**config.mk**
```make
export PLATFORM = sky130hd
export DESIGN_NAME = fat_volume_header_classifier_top
export DESIGN_NICKNAME = d
export VERILOG_FILES = /design/src/rtl/fvhc_pkg.sv /design/src/rtl/fvhc_front.sv /design/src/rtl/fvhc_queue.sv /design/src/rtl/fvhc_back.sv /design/src/rtl/fat_volume_header_classifier_top.sv
export SDC_FILE = /design/constraint.sdc
export NUM_CORES = 1
export LEC_CHECK = 0
export BUFFER_PORTS_ARGS = -buffer_cell sky130_fd_sc_hd__buf_2
export CAP_MARGIN = 20
export CORE_MARGIN = 3
export CORE_UTILIZATION = 66
export CTS_CLUSTER_DIAMETER = 60
export DETAILED_ROUTE_END_ITERATION = 12
export HOLD_SLACK_MARGIN = 0.03
export PLACE_DENSITY = 0.86
export RECOVER_POWER = 50
export SLEW_MARGIN = 20
export SYNTH_ARGS = -nofsm -noshare
export SYNTH_HDL_FRONTEND = slang
export SYNTH_SLANG_ARGS = --single-unit
```
**constraint.sdc**
```tcl
create_clock -name clk_i -period 17.1 [get_ports clk_i]
set_input_delay 1.71 -clock clk_i [delete_from_list [all_inputs] [get_ports clk_i]]
set_output_delay 1.71 -clock clk_i [all_outputs]
set_load 0.005 [all_outputs]
```
**src/rtl/fvhc_pkg.sv**
```systemverilog
`timescale 1ns / 1ps

package fvhc_pkg;

  localparam logic [7:0] JumpShort = 8'hEB;
  localparam logic [7:0] JumpNear  = 8'hE9;

  localparam logic [31:0] SmallLimit  = 32'd4085;
  localparam logic [31:0] MediumLimit = 32'd65525;

  localparam logic [1:0] StOk      = 2'd0;
  localparam logic [1:0] StInvalid = 2'd1;
  localparam logic [1:0] StFat12   = 2'd2;

  localparam logic [1:0] KindUnknown = 2'd0;
  localparam logic [1:0] KindFat16   = 2'd1;
  localparam logic [1:0] KindFat32   = 2'd2;

  // One classified header as it travels from the front to the back.
  typedef struct packed {
    logic        valid;
    logic [6:0]  sec_units;
    logic [12:0] rds_num;
    logic [7:0]  spc;
    logic [15:0] rsv;
    logic [7:0]  copies;
    logic [31:0] tsize;
    logic [31:0] total;
  } job_t;

endpackage

```
**src/rtl/fvhc_front.sv**
```systemverilog
`timescale 1ns / 1ps

module fvhc_front (
  input  logic [7:0]     jump_byte_i,
  input  logic [15:0]    sector_bytes_i,
  input  logic [7:0]     cluster_sectors_i,
  input  logic [15:0]    reserved_count_i,
  input  logic [7:0]     table_copies_i,
  input  logic [15:0]    root_entries_i,
  input  logic [15:0]    total_small_i,
  input  logic [15:0]    table_sectors_small_i,
  input  logic [31:0]    total_large_i,
  input  logic [31:0]    table_sectors_large_i,
  output fvhc_pkg::job_t job_o
);
  import fvhc_pkg::*;

  logic        jump_ok;
  logic        bps_ok;
  logic        spc_ok;
  logic        count_ok;
  logic        total_ok;
  logic [21:0] rds_full;

  assign jump_ok  = (jump_byte_i == JumpShort) || (jump_byte_i == JumpNear);
  assign bps_ok   = (sector_bytes_i != 16'd0) && (sector_bytes_i[8:0] == 9'd0);
  assign spc_ok   = (cluster_sectors_i != 8'd0) && !cluster_sectors_i[0];
  assign count_ok = (reserved_count_i != 16'd0) && (table_copies_i != 8'd0);
  assign total_ok = (total_small_i == 16'd0) != (total_large_i == 32'd0);

  // Root entries times 32 plus sector size minus one, later divided by the
  // sector size in units of 512 bytes.
  assign rds_full = {1'b0, root_entries_i, 5'd0} + {6'd0, sector_bytes_i} - 22'd1;

  always_comb begin
    job_o.valid     = jump_ok && bps_ok && spc_ok && count_ok && total_ok;
    job_o.sec_units = sector_bytes_i[15:9];
    job_o.rds_num   = rds_full[21:9];
    job_o.spc       = cluster_sectors_i;
    job_o.rsv       = reserved_count_i;
    job_o.copies    = table_copies_i;
    job_o.tsize     = (table_sectors_small_i != 16'd0) ? {16'd0, table_sectors_small_i}
                                                        : table_sectors_large_i;
    job_o.total     = (total_small_i != 16'd0) ? {16'd0, total_small_i} : total_large_i;
  end

endmodule

```
**src/rtl/fvhc_queue.sv**
```systemverilog
`timescale 1ns / 1ps

module fvhc_queue (
  input  logic           clk_i,
  input  logic           rst_ni,
  input  logic           push_i,
  input  fvhc_pkg::job_t data_i,
  output logic           full_o,
  input  logic           pop_i,
  output logic           empty_o,
  output fvhc_pkg::job_t data_o
);
  import fvhc_pkg::*;

  localparam int Depth = 2;

  job_t       mem_q [Depth];
  logic       wr_ptr_q;
  logic       rd_ptr_q;
  logic [1:0] cnt_q;

  assign full_o  = (cnt_q == 2'(Depth));
  assign empty_o = (cnt_q == 2'd0);
  assign data_o  = mem_q[rd_ptr_q];

  always_ff @(posedge clk_i or negedge rst_ni) begin
    if (!rst_ni) begin
      wr_ptr_q <= 1'b0;
      rd_ptr_q <= 1'b0;
      cnt_q    <= 2'd0;
    end else begin
      if (push_i) begin
        wr_ptr_q <= ~wr_ptr_q;
      end
      if (pop_i) begin
        rd_ptr_q <= ~rd_ptr_q;
      end
      if (push_i && !pop_i) begin
        cnt_q <= cnt_q + 2'd1;
      end else if (pop_i && !push_i) begin
        cnt_q <= cnt_q - 2'd1;
      end
    end
  end

  always_ff @(posedge clk_i) begin
    if (push_i) begin
      mem_q[wr_ptr_q] <= data_i;
    end
  end

endmodule

```
**src/rtl/fvhc_back.sv**
```systemverilog
`timescale 1ns / 1ps

module fvhc_back (
  input  logic           clk_i,
  input  logic           rst_ni,
  input  logic           empty_i,
  input  fvhc_pkg::job_t job_i,
  output logic           pop_o,
  output logic           out_valid_o,
  input  logic           out_ready_i,
  output logic [1:0]     status_o,
  output logic [1:0]     fat_kind_o,
  output logic [12:0]    root_sectors_o,
  output logic [31:0]    cluster_total_o
);
  import fvhc_pkg::*;

  typedef enum logic [2:0] {SIdle, SRds, SMul, SSum, SClu, SOut} state_e;

  state_e      state_q;
  logic [3:0]  cnt_q;
  logic        out_valid_q;
  job_t        job_q;
  logic [31:0] quo_q;
  logic [7:0]  rem_q;
  logic [7:0]  div_q;
  logic [12:0] rds_q;
  logic [31:0] prod_q;
  logic [16:0] base_q;
  logic [1:0]  status_q;
  logic [1:0]  kind_q;
  logic [12:0] rds_out_q;
  logic [31:0] clu_out_q;

  logic [8:0]  t0;
  logic [8:0]  t1;
  logic        g0;
  logic        g1;
  logic [7:0]  r0;
  logic [7:0]  rem_d;
  logic [31:0] quo_d;
  logic        out_write;

  // Restoring divider, two quotient bits per cycle.
  always_comb begin
    t0    = {rem_q, quo_q[31]};
    g0    = (t0 >= {1'b0, div_q});
    r0    = g0 ? 8'(t0 - {1'b0, div_q}) : t0[7:0];
    t1    = {r0, quo_q[30]};
    g1    = (t1 >= {1'b0, div_q});
    rem_d = g1 ? 8'(t1 - {1'b0, div_q}) : t1[7:0];
    quo_d = {quo_q[29:0], g0, g1};
  end

  assign pop_o     = (state_q == SIdle) && !empty_i;
  assign out_write = (state_q == SOut) && (!out_valid_q || out_ready_i);

  always_ff @(posedge clk_i or negedge rst_ni) begin
    if (!rst_ni) begin
      state_q     <= SIdle;
      cnt_q       <= 4'd0;
      out_valid_q <= 1'b0;
    end else begin
      if (out_write) begin
        out_valid_q <= 1'b1;
      end else if (out_ready_i) begin
        out_valid_q <= 1'b0;
      end
      case (state_q)
        SIdle: begin
          if (!empty_i) begin
            cnt_q   <= 4'd6;
            state_q <= job_i.valid ? SRds : SOut;
          end
        end
        SRds: begin
          if (cnt_q == 4'd0) begin
            state_q <= SMul;
          end else begin
            cnt_q <= cnt_q - 4'd1;
          end
        end
        SMul: begin
          state_q <= SSum;
        end
        SSum: begin
          cnt_q   <= 4'd15;
          state_q <= SClu;
        end
        SClu: begin
          if (cnt_q == 4'd0) begin
            state_q <= SOut;
          end else begin
            cnt_q <= cnt_q - 4'd1;
          end
        end
        SOut: begin
          if (out_write) begin
            state_q <= SIdle;
          end
        end
        default: begin
          state_q <= SIdle;
        end
      endcase
    end
  end

  always_ff @(posedge clk_i) begin
    case (state_q)
      SIdle: begin
        if (!empty_i) begin
          job_q <= job_i;
          rem_q <= 8'd0;
          div_q <= {1'b0, job_i.sec_units};
          quo_q <= {1'b0, job_i.rds_num, 18'd0};
        end
      end
      SRds, SClu: begin
        quo_q <= quo_d;
        rem_q <= rem_d;
      end
      SMul: begin
        rds_q  <= quo_q[12:0];
        prod_q <= 32'(job_q.copies * job_q.tsize);
        base_q <= {1'b0, job_q.rsv} + {4'd0, quo_q[12:0]};
      end
      SSum: begin
        quo_q <= job_q.total - prod_q - {15'd0, base_q};
        rem_q <= 8'd0;
        div_q <= job_q.spc;
      end
      SOut: begin
        if (out_write) begin
          if (!job_q.valid) begin
            status_q  <= StInvalid;
            kind_q    <= KindUnknown;
            rds_out_q <= 13'd0;
            clu_out_q <= 32'd0;
          end else begin
            rds_out_q <= rds_q;
            clu_out_q <= quo_q;
            if (quo_q < SmallLimit) begin
              status_q <= StFat12;
              kind_q   <= KindUnknown;
            end else if (quo_q < MediumLimit) begin
              status_q <= StOk;
              kind_q   <= KindFat16;
            end else begin
              status_q <= StOk;
              kind_q   <= KindFat32;
            end
          end
        end
      end
      default: begin
      end
    endcase
  end

  assign out_valid_o     = out_valid_q;
  assign status_o        = status_q;
  assign fat_kind_o      = kind_q;
  assign root_sectors_o  = rds_out_q;
  assign cluster_total_o = clu_out_q;

endmodule

```
**src/rtl/fat_volume_header_classifier_top.sv**
```systemverilog
`timescale 1ns / 1ps

// Validates the decoded boot-sector fields of a FAT volume and returns one
// result per header: status, FAT kind, root-directory sectors and data cluster
// count. In the back end a header that passes validation goes through the
// shared divider, which retires two quotient bits per cycle, first for the
// root-directory size and then for the cluster count, with the idle, multiply,
// sum and output states around it; an invalid header goes from idle straight
// to output. A two-entry queue sits between the classifying front end and the
// back end, so new headers are taken while earlier ones are computed and while
// a finished result waits in the output register.
module fat_volume_header_classifier_top (
  input  logic        clk_i,
  input  logic        rst_ni,
  input  logic        in_valid_i,
  output logic        in_ready_o,
  input  logic [7:0]  jump_byte_i,
  input  logic [15:0] sector_bytes_i,
  input  logic [7:0]  cluster_sectors_i,
  input  logic [15:0] reserved_count_i,
  input  logic [7:0]  table_copies_i,
  input  logic [15:0] root_entries_i,
  input  logic [15:0] total_small_i,
  input  logic [15:0] table_sectors_small_i,
  input  logic [31:0] total_large_i,
  input  logic [31:0] table_sectors_large_i,
  output logic        out_valid_o,
  input  logic        out_ready_i,
  output logic [1:0]  status_o,
  output logic [1:0]  fat_kind_o,
  output logic [12:0] root_sectors_o,
  output logic [31:0] cluster_total_o
);
  import fvhc_pkg::*;

  job_t front_job;
  job_t queue_job;
  logic queue_full;
  logic queue_empty;
  logic queue_push;
  logic queue_pop;

  assign in_ready_o = !queue_full;
  assign queue_push = in_valid_i && !queue_full;

  fvhc_front u_front (
    .jump_byte_i           (jump_byte_i),
    .sector_bytes_i        (sector_bytes_i),
    .cluster_sectors_i     (cluster_sectors_i),
    .reserved_count_i      (reserved_count_i),
    .table_copies_i        (table_copies_i),
    .root_entries_i        (root_entries_i),
    .total_small_i         (total_small_i),
    .table_sectors_small_i (table_sectors_small_i),
    .total_large_i         (total_large_i),
    .table_sectors_large_i (table_sectors_large_i),
    .job_o                 (front_job)
  );

  fvhc_queue u_queue (
    .clk_i   (clk_i),
    .rst_ni  (rst_ni),
    .push_i  (queue_push),
    .data_i  (front_job),
    .full_o  (queue_full),
    .pop_i   (queue_pop),
    .empty_o (queue_empty),
    .data_o  (queue_job)
  );

  fvhc_back u_back (
    .clk_i           (clk_i),
    .rst_ni          (rst_ni),
    .empty_i         (queue_empty),
    .job_i           (queue_job),
    .pop_o           (queue_pop),
    .out_valid_o     (out_valid_o),
    .out_ready_i     (out_ready_i),
    .status_o        (status_o),
    .fat_kind_o      (fat_kind_o),
    .root_sectors_o  (root_sectors_o),
    .cluster_total_o (cluster_total_o)
  );

endmodule

```
After elaboration in Yosys (flattened, before gate mapping)
Memories as Yosys holds them, arrays and structs flattened. Index checks and enable logic that the tools add are counted.

Memory bits (read-only): 0. Word-level logic and storage cells: 127. Register bits: 268. Output and inout bits: 51. Memory bits (writable): 234. Bits of input ports: 172. Latch bits: 0. Memories: 1.

Memories: u_queue.mem_q (depth 2, bits a word 117, read ports 1, clocked after Yosys merged registers in 0, wr ports 1, RTL line fvhc_queue.sv:17) `job_t mem_q [Depth];`.

Bitwise operators: 4. Reduce and logical (&&, ||, !) cells: 44. Multiplexer cells: 27. Equal/unequal tests: 14. Shifts and indexed selects: 0. Order comparisons: 4. Div/mod/pow operators: 0. $mul: 1. Add/sub/neg operators: 10.

Operator list (count): $mux 32 (3); $pmux 32 s3 (1); $reduce_bool 16->1 (4); $logic_not 32->1 (1); $lt 32x12->1 const B (1); $lt 32x16->1 const B (1); $mul 8x32->32 (1); $mux 8 (4); $sub 32x17->32 (1); $sub 32x32->32 (1); $pmux 8 s3 (1); $add 21x16->22 (1); $sub 22x1->22 const B (1); $ge 9x8->1 (2); $pmux 3 s6 (1); $add 16x13->17 (1); $eq 8x8->1 const B (2); $logic_not 16->1 (1); $pmux 8 s2 (1); $reduce_bool 8->1 (2); $sub 8x8->8 (2); $mux 3 (5); $logic_and 1x1->1 (12); $pmux 4 s3 (1); 26 further kinds (53).

Logic depth before layout (Yosys ltp)
Depth after elaboration: 7. Gate-level depth with buffers: 20. Mapped depth without buffers: 18.

Hierarchy
From an unflattened synthesis, not the netlist that was laid out.

Cells, all modules: 2523. Area total of the unflattened synthesis: 30584.3 um^2.

Modules (own cells, without submodules): fvhc_back (seq. area each 7887.6 um^2, instances 1, cells an instance 1818, area each 19703.9 um^2); fvhc_queue (seq. area each 7126.8 um^2, instances 1, cells an instance 380, area each 8695.8 um^2); fvhc_front (seq. area each 0.0 um^2, instances 1, cells an instance 323, area each 2174.6 um^2); fat_volume_header_classifier_top (seq. area each 0.0 um^2, instances 1, cells an instance 2, area each 10.0 um^2).

Worst setup path before layout
No wires, ideal clock.

Path kind: input to register. Start: in in_valid_i. End: mem u_queue.mem_q[0][0] (netlist name) (enable). Setup slack: 9.842 ns. Cell stages on the path: 2. Setup time: 0.594 ns. Arrival: 6.664 ns. Path through: nand2_1 > nor2_1.

Word-level cells in the longest chain between the ends: 3.

Ends and longest elaborated chain: start: declaration (RTL line fat_volume_header_classifier_top.sv:15) `input logic in_valid_i,`; $logic_and 1x1->1 (RTL line fat_volume_header_classifier_top.sv:44) `assign queue_push = in_valid_i && !queue_full;`; $mux 1 (RTL line fvhc_queue.sv:47) `if (push_i) begin`; $mux 1 (implied by the code) (RTL line fvhc_queue.sv:48) `mem_q[wr_ptr_q] <= data_i;`; end: declaration (RTL line fvhc_queue.sv:17).

No other way between the ends.

Worst setup path after layout
Start: reg u_back.job_q[64] (netlist name). End: reg u_back.prod_q[28] (data pin).

Word-level cells in the longest chain between the ends: 1.

Ends and longest elaborated chain: start: declaration (RTL line fvhc_back.sv:23) `job_t job_q;`; start signal: assignment (RTL line fvhc_back.sv:113) `job_q <= job_i;`; $mul 8x32->32 (RTL line fvhc_back.sv:125) `prod_q <= 32'(job_q.copies * job_q.tsize);`; end signal: assignment (RTL line fvhc_back.sv:125); end: declaration (RTL line fvhc_back.sv:28) `logic [31:0] prod_q;`.

No other way between the ends. A chain may end at the register's enable or synchronous reset.

==> flow_summary.ini <==
[worst_setup_path]
worstPathRequired_ns = 17.45
crit_family = compound AO/OA/AOI/OAI gates
cp_common_cell = fa_1
reg2reg_depth = 15
path_cells = clkbuf_1 -> and2_1 -> fa_1 -> fa_1 -> inv_1 -> fa_1 -> inv_1 -> ha_1 -> a2111oi_0 -> a21boi_0 -> o21ai_0 -> o21ai_1 -> a211o_1 -> a21oi_1 -> xnor2_1
crit_path_top_delay_cell = clkbuf_1
end_kind = flip-flop
r2r-start = u_back.job_q[64]$_DFFE_PP_
critPathCapture = u_back.prod_q[28]$_DFFE_PP_
cp-start-kind = flip-flop
crit_path_max_fanout = 32
regToRegSetupSlack_ns = 10.87
cp.depth = 15
critPathMaxStageDelay_ns = 1.15
timing.critical_path.arrival_ns = 6.58
timing.rr.end = u_back.prod_q[28]$_DFFE_PP_
cp_num_buf_inv = 3
critPathLaunch = u_back.job_q[64]$_DFFE_PP_
crit_type = flip-flop to flip-flop

[final_layout]
area_growth_pct = 11.2
final_net_count = 3153
drive_gt1_share_pct = 14.2
diodes = 0

[placement]
io_buffers = 221
gp_congestion = 0.897
dp_hpwl_um = 47700
place_ws_ns = 11.30

[yosys]
synth_edf_count = 490
ys_types = 71
syn_area_um2 = 29900
syn_nets = 2925
synth_cells = 2427
synth_area_leader_cell = edfxtp_1
async_flop_share_pct = 2.39
yosys_warnings = 0
yosys-top-cells-area = edfxtp_1, fa_1, ha_1, and2_1, inv_1
synth_area_per_cell_um2 = 12.3
synth_top_area_share_pct = 49.2
ys.flop_type = edfxtp_1
ys_seq_area_share_pct = 50.3
ys_ff_latch = 502

[grt]
grt_overflow = 0
grt_pass1_vias = 20600
grt_pass1_wl_um = 108000
grt_max_degree = 71
antenna_found_initial = 0
grt_util_all_layers_pct = 28.9

[clock_tree]
cts_tree = yes
cts_resized = 0
cts_setup_buffers = 0
root_buffer = clkbuf_16
clk_pin_slew_ns = 0.06
cts_hold_buf = 0
cts_buffer_depth = 3
numCtsBuffers = 52
clkSinkCount = 502
clock_latency_ns = 0.61
htreeDepth = 2

[sta]
fin_crit_sh_pct = 36.4
relSlewSlack_pct = -166
report.final.slew_viol_count = 497
rsz0062_at_grt = false
fin_ws_ns = 10.87
min_period_ns = 6.23
fmax_mhz = 161
fin_worst_skew_ns = 0.0259
timing.hold.ws_ns = 0.526
hold_viol = 0
tightest_slew_ns = 3.99
finalSetupViolCount = 0
finalSetupTns_ns = 0

[floorplan]
rows = 77
coreArea_um2 = 44500
io_pins = 223
fp.dieH_um = 219
floorplan.initialDensity_pct = 67.1
fp.dieW_um = 219
die-area_um2 = 47900

[detailed_routing]
via_per_inst = 5.98
wl_um = 67800
drtIter0Drc = 1711
vias = 19700
drc = 0
dr.pass1.iters = 7
avgRoutedWirePerCell_um = 20.6
ant_nets = 0

[flow_run]
max_cap_violations = 11

[status]
violations = capacitance limit, slew limit
outcome = complete, but fails checks

[hold_path]
hold_path.class = flip-flop to flip-flop
## placed cells by master (no fill, tap or decap), types with 13 or more instances in the layout
| cell type | count |
|---|---|
| nand2b_1 | 14 |
| inv_1 | 341 |
| nor4_1 | 33 |
| and2_0 | 36 |
| buf_2 | 179 |
| a21oi_1 | 73 |
| o21ai_0 | 74 |
| buf_4 | 13 |
| a21o_1 | 64 |
| fa_1 | 176 |
| clkbuf_16 | 52 |
| clkbuf_1 | 58 |
| nand4_1 | 15 |
| mux2_2 | 97 |
| nor2b_1 | 15 |
| nand2_1 | 144 |
| xor2_1 | 32 |
| nor3_1 | 27 |
| xnor2_1 | 73 |
| ha_1 | 150 |
| mux2i_1 | 27 |
| edfxtp_1 | 490 |
| and2_1 | 212 |
| nand3_1 | 20 |
| nor2_1 | 74 |
## worst reg2reg max path, cell delays in order, from the launching register on
cell and delay (ns):
edfxtp_1 0.32, clkbuf_1 1.15, and2_1 0.32, fa_1 0.43, fa_1 0.50, inv_1 0.06
fa_1 0.52, inv_1 0.04, ha_1 0.34, a2111oi_0 0.56, a21boi_0 0.30, o21ai_0 0.55
o21ai_1 0.28, a211o_1 0.32, a21oi_1 0.21, xnor2_1 0.08
## cells by family (layout without fill, tap and decap cells)
group	count (synthesis)	after routing	synth area share (%)
adder cells (fa/ha/maj)	326	326	18.1
buffers and inverters	407	677	5.13
multiplexers	130	130	4.79
AO/OA/AOI/OAI	320	320	7.15
flip-flops	502	502	50.3
AND/OR/NAND/NOR	637	637	11.5
XOR/XNOR	105	105	3.08
## metrics by stage
stage / instances / util, % / instance area (um^2)
finish: 3289 / 74.6 / 33200
global route: 3289 / 74.6 / 33200
CTS: 3289 / 74.8 / 33300
detailed placement: 3193 / 71.1 / 31700
global placement: 3193 / 71.1 / 31700
floorplan: 2427 / - / 29900
## worst min-delay path by stage
stage	startpoint	to	slack, ns	cells after the start
after detailed placement	u_back.rds_q[11]$_DFFE_PP_	u_back.root_sectors_o[11]$_SDFFCE_PN0P_	0.51	1
after global routing	u_queue.mem_q[1][10]$_DFFE_PP_	u_back.job_q[10]$_DFFE_PP_	0.56	1
after global placement	u_back.rds_q[3]$_DFFE_PP_	u_back.root_sectors_o[3]$_SDFFCE_PN0P_	0.51	1
final	u_back.job_q[95]$_DFFE_PP_	u_back.div_q[7]$_SDFFCE_PN0P_	0.53	1
after CTS	u_back.job_q[95]$_DFFE_PP_	u_back.div_q[7]$_SDFFCE_PN0P_	0.53	1
after floorplan	u_queue.wr_ptr_q$_DFFE_PN0P_	u_queue.wr_ptr_q$_DFFE_PN0P_	0.46	1
## synthesized netlist by cell type (all sizes together), types with 7 or more instances
library cell,instances
mux2,103
a21oi,74
a21o,64
nor3b,8
o21ai,76
nor3,28
nand4,15
o21a,8
inv,342
edfxtp,490
o21bai,12
buf,7
nor4,33
o221ai,8
xnor2,73
nor2,75
nor2b,16
xor2,32
and3,11
a31oi,10
nand2,144
dfrtp,12
fa,176
clkbuf,58
ha,150
nand2b,14
nand3,20
and2,248
mux2i,27
## area by class of cell
class                      instances  area (um^2)
clock buffer                      63         1340
clock inverter                    33          314
fill                            2810        11300
inverter                         342         1280
multi-input combinational       1518        13400
sequential                       502        15000
tap                              592          741
timing repair buffer             239         1170
## state kept, by name, summed over array words and instances (netlist names), 13 cells and up
register and count:
u_back.job_q 97, u_back.prod_q 32, u_back.base_q 17, u_back.rds_q 13, u_back.root_sectors_o 13, u_back.quo_q 32
u_back.cluster_total_o 32, u_queue.mem_q 234
## per-layer routing
layer	GRT usage (%)	up-vias	share of wire, %
met5	0	-	0
met4	9.87	0	3.2
met3	3.78	171	6.2
met2	49.8	792	51
met1	38.3	9860	40
li1	-	8847	-
Power is left out: the tool's default activity adds up to more than one toggle a clock period on the data nets, which glitch-free logic cannot reach.
